[src/lsfs_pkg.sv]
`timescale 1ns / 1ps

package lsfs_pkg;

  // Sizes fixed by the item fields.
  localparam int MAX_LEDS_DEF = 256;
  localparam int DUTY_W       = 16;
  localparam int CNT_W        = 9;
  localparam int POS_W        = 13;
  localparam int RS_W         = 10;
  localparam int CFG_IDX_W    = 2;
  localparam int CFG_DATA_W   = 16;

  // The reset gap defaults to 300 us of 1250 ns PWM periods.
  localparam int RESET_TIME_US   = 300;
  localparam int PWM_PERIOD_NS   = 1250;
  localparam int RESET_SLOTS_DEF = RESET_TIME_US * 1000 / PWM_PERIOD_NS;

  // Command codes as they arrive on the request channel.
  localparam logic [2:0] CMD_WRITE  = 3'd0;
  localparam logic [2:0] CMD_FILL   = 3'd1;
  localparam logic [2:0] CMD_RENDER = 3'd2;
  localparam logic [2:0] CMD_ARM    = 3'd3;
  localparam logic [2:0] CMD_TICK   = 3'd4;

  // Configuration register indexes.
  localparam logic [CFG_IDX_W-1:0] REG_LED_COUNT   = 2'd0;
  localparam logic [CFG_IDX_W-1:0] REG_ONE_DUTY    = 2'd1;
  localparam logic [CFG_IDX_W-1:0] REG_ZERO_DUTY   = 2'd2;
  localparam logic [CFG_IDX_W-1:0] REG_RESET_SLOTS = 2'd3;

  typedef enum logic [2:0] {
    OP_WRITE,
    OP_FILL,
    OP_RENDER,
    OP_ARM,
    OP_TICK,
    OP_BAD
  } op_t;

  typedef enum logic [1:0] {
    ST_OK,
    ST_INVALID,
    ST_BUSY,
    ST_RANGE
  } status_t;

  typedef enum logic [1:0] {
    BK_IDLE,
    BK_FILL,
    BK_TICK_ADDR,
    BK_TICK_DATA
  } back_state_t;

  typedef struct packed {
    logic [2:0] command;
    logic [7:0] first_led;
    logic [8:0] fill_count;
    logic [7:0] red;
    logic [7:0] green;
    logic [7:0] blue;
  } cmd_t;

  typedef struct packed {
    status_t           status;
    logic [DUTY_W-1:0] duty_value;
    logic              slot_valid;
    logic              frame_last;
  } rsp_t;

  typedef struct packed {
    logic [CNT_W-1:0]  led_count;
    logic [DUTY_W-1:0] one_duty;
    logic [DUTY_W-1:0] zero_duty;
    logic [RS_W-1:0]   reset_slots;
  } cfg_t;

  // A classified request as it waits in the queue.
  typedef struct packed {
    op_t        op;
    logic [7:0] first_led;
    logic [8:0] fill_count;
    logic [23:0] rgb;
  } job_t;

  // Divide by three for values below 1024, by reciprocal multiplication.
  function automatic logic [8:0] div3(input logic [9:0] x);
    logic [19:0] prod;
    prod = 20'(x) * 20'd683;
    return prod[19:11];
  endfunction

endpackage

[src/lsfs_front.sv]
`timescale 1ns / 1ps

module lsfs_front (
  input  logic              clk,
  input  logic              rst,
  input  logic              cmd_valid,
  output logic              cmd_stall,
  input  lsfs_pkg::cmd_t    cmd,
  output logic              job_valid,
  output lsfs_pkg::job_t    job,
  input  logic              job_pop
);

  lsfs_pkg::job_t job_in;
  lsfs_pkg::job_t slots [2];
  logic [1:0]     count;
  logic           wr_ptr;
  logic           rd_ptr;
  logic           push;

  // Classify the request; a bar fill of zero LEDs is rejected outright.
  always_comb begin
    job_in.first_led  = cmd.first_led;
    job_in.fill_count = cmd.fill_count;
    job_in.rgb        = {cmd.red, cmd.green, cmd.blue};
    case (cmd.command)
      lsfs_pkg::CMD_WRITE:  job_in.op = lsfs_pkg::OP_WRITE;
      lsfs_pkg::CMD_FILL: begin
        if (cmd.fill_count == '0) job_in.op = lsfs_pkg::OP_BAD;
        else job_in.op = lsfs_pkg::OP_FILL;
      end
      lsfs_pkg::CMD_RENDER: job_in.op = lsfs_pkg::OP_RENDER;
      lsfs_pkg::CMD_ARM:    job_in.op = lsfs_pkg::OP_ARM;
      lsfs_pkg::CMD_TICK:   job_in.op = lsfs_pkg::OP_TICK;
      default:              job_in.op = lsfs_pkg::OP_BAD;
    endcase
  end

  // Two-entry queue toward the back end.
  assign cmd_stall = (count == 2'd2);
  assign push      = cmd_valid && !cmd_stall;
  assign job_valid = (count != 2'd0);
  assign job       = slots[rd_ptr];

  always_ff @(posedge clk) begin
    if (rst) begin
      count  <= 2'd0;
      wr_ptr <= 1'b0;
      rd_ptr <= 1'b0;
    end else begin
      if (push) wr_ptr <= ~wr_ptr;
      if (job_pop) rd_ptr <= ~rd_ptr;
      count <= count + 2'(push) - 2'(job_pop);
    end
  end

  always_ff @(posedge clk) begin
    if (push) slots[wr_ptr] <= job_in;
  end

endmodule

[config.mk]
export PLATFORM = sky130hd
export DESIGN_NAME = lsfs_front
export DESIGN_NICKNAME = d
export VERILOG_FILES = /design/src/lsfs_pkg.sv /design/src/lsfs_front.sv
export SDC_FILE = /design/constraint.sdc
export NUM_CORES = 1
export LEC_CHECK = 0
export ABC_AREA = 1
export BUFFER_PORTS_ARGS = -buffer_cell sky130_fd_sc_hd__buf_4
export CAP_MARGIN = 20
export CORE_AREA = 2 2 89 91
export DETAILED_ROUTE_END_ITERATION = 10
export DIE_AREA = 0 0 91 93
export PLACE_DENSITY = 0.75
export SLEW_MARGIN = 10
export SYNTH_ARGS = -nofsm -noshare
export SYNTH_HDL_FRONTEND = slang
export SYNTH_SLANG_ARGS = --single-unit
[constraint.sdc]
create_clock -name clk -period 5.6 [get_ports clk]
set_input_delay 1.12 -clock clk [delete_from_list [all_inputs] [get_ports clk]]
set_output_delay 1.12 -clock clk [all_outputs]
set_load 0.005 [all_outputs]
==> summary.md <==
| Metric | Value |
|---|---|
| Asr flop ratio synth | `0%` |
| Worst-case clock buffer depth | `2` |
| Status | `complete, no violations` |
| Peak per-stage delay on the critical path | `840 ps` |
| Share of post-route cells with drive strength above 1 | `53.9%` |
| Hold-fix buffers, CTS | `0` |
| Total global-route track usage | `14.2%` |
| Clk root buf | `clkbuf_8` |
| Clock Skew | `9.33 ps` |
| Total die area | `0.00846 mm²` |
| Worst setup path category | `reg2out` |
| Initial antenna violation count | `0` |
| Fin util | `61.5%` |
| Htree depth | `3` |
| Die Width | `91 µm` |
| Commonest cells after routing, fill and taps aside | `95 x buf_4, 88 x edfxtp_1, 40 x mux2_4` |
| IO Pins | `94` |
| Critical Path AT | `2170 ps` |
| Final Hold Fails | `0` |
| Net Count, Synth | `237` |
| Final worst slack | `2310 ps` |
| DRT Pass-1 Iters | `4` |
| HP Start | `rd_ptr` |
| Placer Congestion | `0.677` |
| WHS | `536 ps` |
| Clock latency on the worst-skew pair | `350 ps` |
| CTS tree | `yes` |
| Count of input and output buffers | `93` |
| Initial Util | `48.9%` |
| Place WS | `2630 ps` |
| Setup TNS | `0 ps` |
| Die span in y | `93 µm` |
| Most common cell after layout, fill and taps aside | `buf_4` |
| Final Max Slew Viols | `0` |
| Crit-path cells | `buf_4 -> mux2_2 -> buf_4` |
| Vias in the first global route | `1853` |
| Syn-to-layout area delta | `25.8%` |
| Routed WL | `5.72 mm` |
| Design Area, Final | `0.00463 mm²` |
| # rows | `32` |
| Worst Path Buf+Inv | `2` |
| Critical Path Source Type | `flop` |
| CP Capture Type | `primary output` |
| Critical path fanouts, max | `25` |
| Final ANT Viol Nets | `0` |
| CTS sink count | `93` |
| Grt ovf | `0` |
| Setup bufs post-CTS | `0` |
| Post-synthesis sequential area ratio | `74.5%` |
| # diodes | `0` |
| DRC | `0` |
| Worst r2r src | `count[0]` |
| Number of library cell types mapped by synthesis | `15` |
| Placed inst area | `0.00444 mm²` |
| RSZ-0062 raised after global routing | `no` |
| Clock-pin slew on the worst setup and hold paths | `80 ps` |
| Power Density | `329 mW/mm²` |
| Number of synthesized register bits | `93` |
| Fin nets | `338` |
| Final setup fails | `0` |
| Post-Syn Instances | `187` |
| Most used cell, CP | `buf_4` |
| Tcrit/Tclk final | `58.8%` |
| Post-cts resize count | `0` |
| Main synth FF type | `edfxtp_1` |
| Hpwl dp | `3.80 mm` |
| CTS Buf Count | `9` |
| Fin cells | `395` |
| Post-DR vias/cell | `4.66` |
| VDD IR max | `0.000171 V` |
| Path type of the worst min-delay path | `reg2reg` |
| Critical path's slowest cell | `dfxtp_2` |
| Delay-heaviest family, CP | `flip-flops` |
| First-pass GRT wire length | `8.91 mm` |
| Largest net degree at the start of global routing | `45` |
| Synth Cell Area | `0.00368 mm²` |
| Tmin final | `3290 ps` |
| Core area | `0.00753 mm²` |
| Total chip power | `1.52 mW` |
| Wire per inst | `14.5 µm` |
| Post-synthesis area per instance | `19.7 µm²` |
| Leakage power | `1.86 nW` |
| Ys Warns | `0` |
| Post-synth EDFFs | `88` |
| Via count | `1839` |
| Fmax achieved | `0.304 GHz` |
| Placed Instances | `379` |
| Max_slew headroom | `36.1%` |
| Slew of the pin with the lowest slew margin | `957 ps` |
| CP Data Required Time | `4480 ps` |
| MaxCap Viol Count | `0` |
| DR iter-0 viols | `51` |
==> worst register-to-register path, stage by stage (launching register included) <==
cell and delay (ps):
dfxtp_1 340, inv_1 60, nand2_1 110, nand3_1 120
inv_2 710
==> sequential cells by signal (all words and copies together), names as in the netlist, named ones only <==
name and flops:
slots 88, count 2, rd_ptr 1, wr_ptr 1
==> metal layers <==
metal | part of all wire [%] | up-vias | wire (µm) | track usage [%]
li1 | - | 892 | - | -
met1 | 42 | 881 | 2410 | 16.7
met2 | 50 | 57 | 2860 | 23.1
met3 | 5.9 | 9 | 340 | 4.51
met4 | 2.0 | 0 | 112 | 7.95
met5 | 0 | - | 0 | 0
==> area by class of cell <==
| type | count | area, µm² |
|---|---|---|
| multi-input cells | 77 | 811 |
| inverters | 12 | 45.0 |
| fillers | 600 | 2900 |
| well taps | 102 | 128 |
| clock inverters | 7 | 66.3 |
| flip-flops and latches | 93 | 2740 |
| repair buffers | 95 | 713 |
| clock buffers | 9 | 124 |
==> logic make-up after synthesis <==
kind of cell               Yosys count  share of synthesized area [%]
DFF                                 93                           74.5
AOI/OAI and AO/OA                    3                          0.476
adders and majority gates            2                          0.679
and+or+nand+nor                     27                           2.89
muxes                               44                           17.5
buffers and inverters               17                           3.70
xor gates and xnor gates             1                          0.238
==> where the power goes <==
group,switching [mW],internal [mW]
combinational,0.0978,0.149
clock,0.219,0.203
sequential,0.0244,0.832
total,0.341,1.18
==> worst paths after layout <==
| path | end | cells past startpoint | slack, ps |
|---|---|---|---|
| worst max register to register | slots[1][9] | 4 | 3870 |
| worst min-delay path | rd_ptr | 2 | 540 |
| worst max-delay path | job[1] | 3 | 2310 |
| worst min register to register | rd_ptr | 2 | 540 |
==> Yosys cell counts (2+ instances only) <==
| master | number | area (µm²) |
|---|---|---|
| nand3_1 | 2 | 10.0 |
| inv_1 | 12 | 45.0 |
| a21oi_1 | 2 | 10.0 |
| nor2_1 | 12 | 45.0 |
| mux2_4 | 40 | 601 |
| dfxtp_1 | 5 | 100 |
| ha_1 | 2 | 25.0 |
| edfxtp_1 | 88 | 2640 |
| mux2_2 | 4 | 45.0 |
| buf_12 | 4 | 80.1 |
| nand2_1 | 12 | 45.0 |
Note: power is estimated with default switching activity, not from simulation.
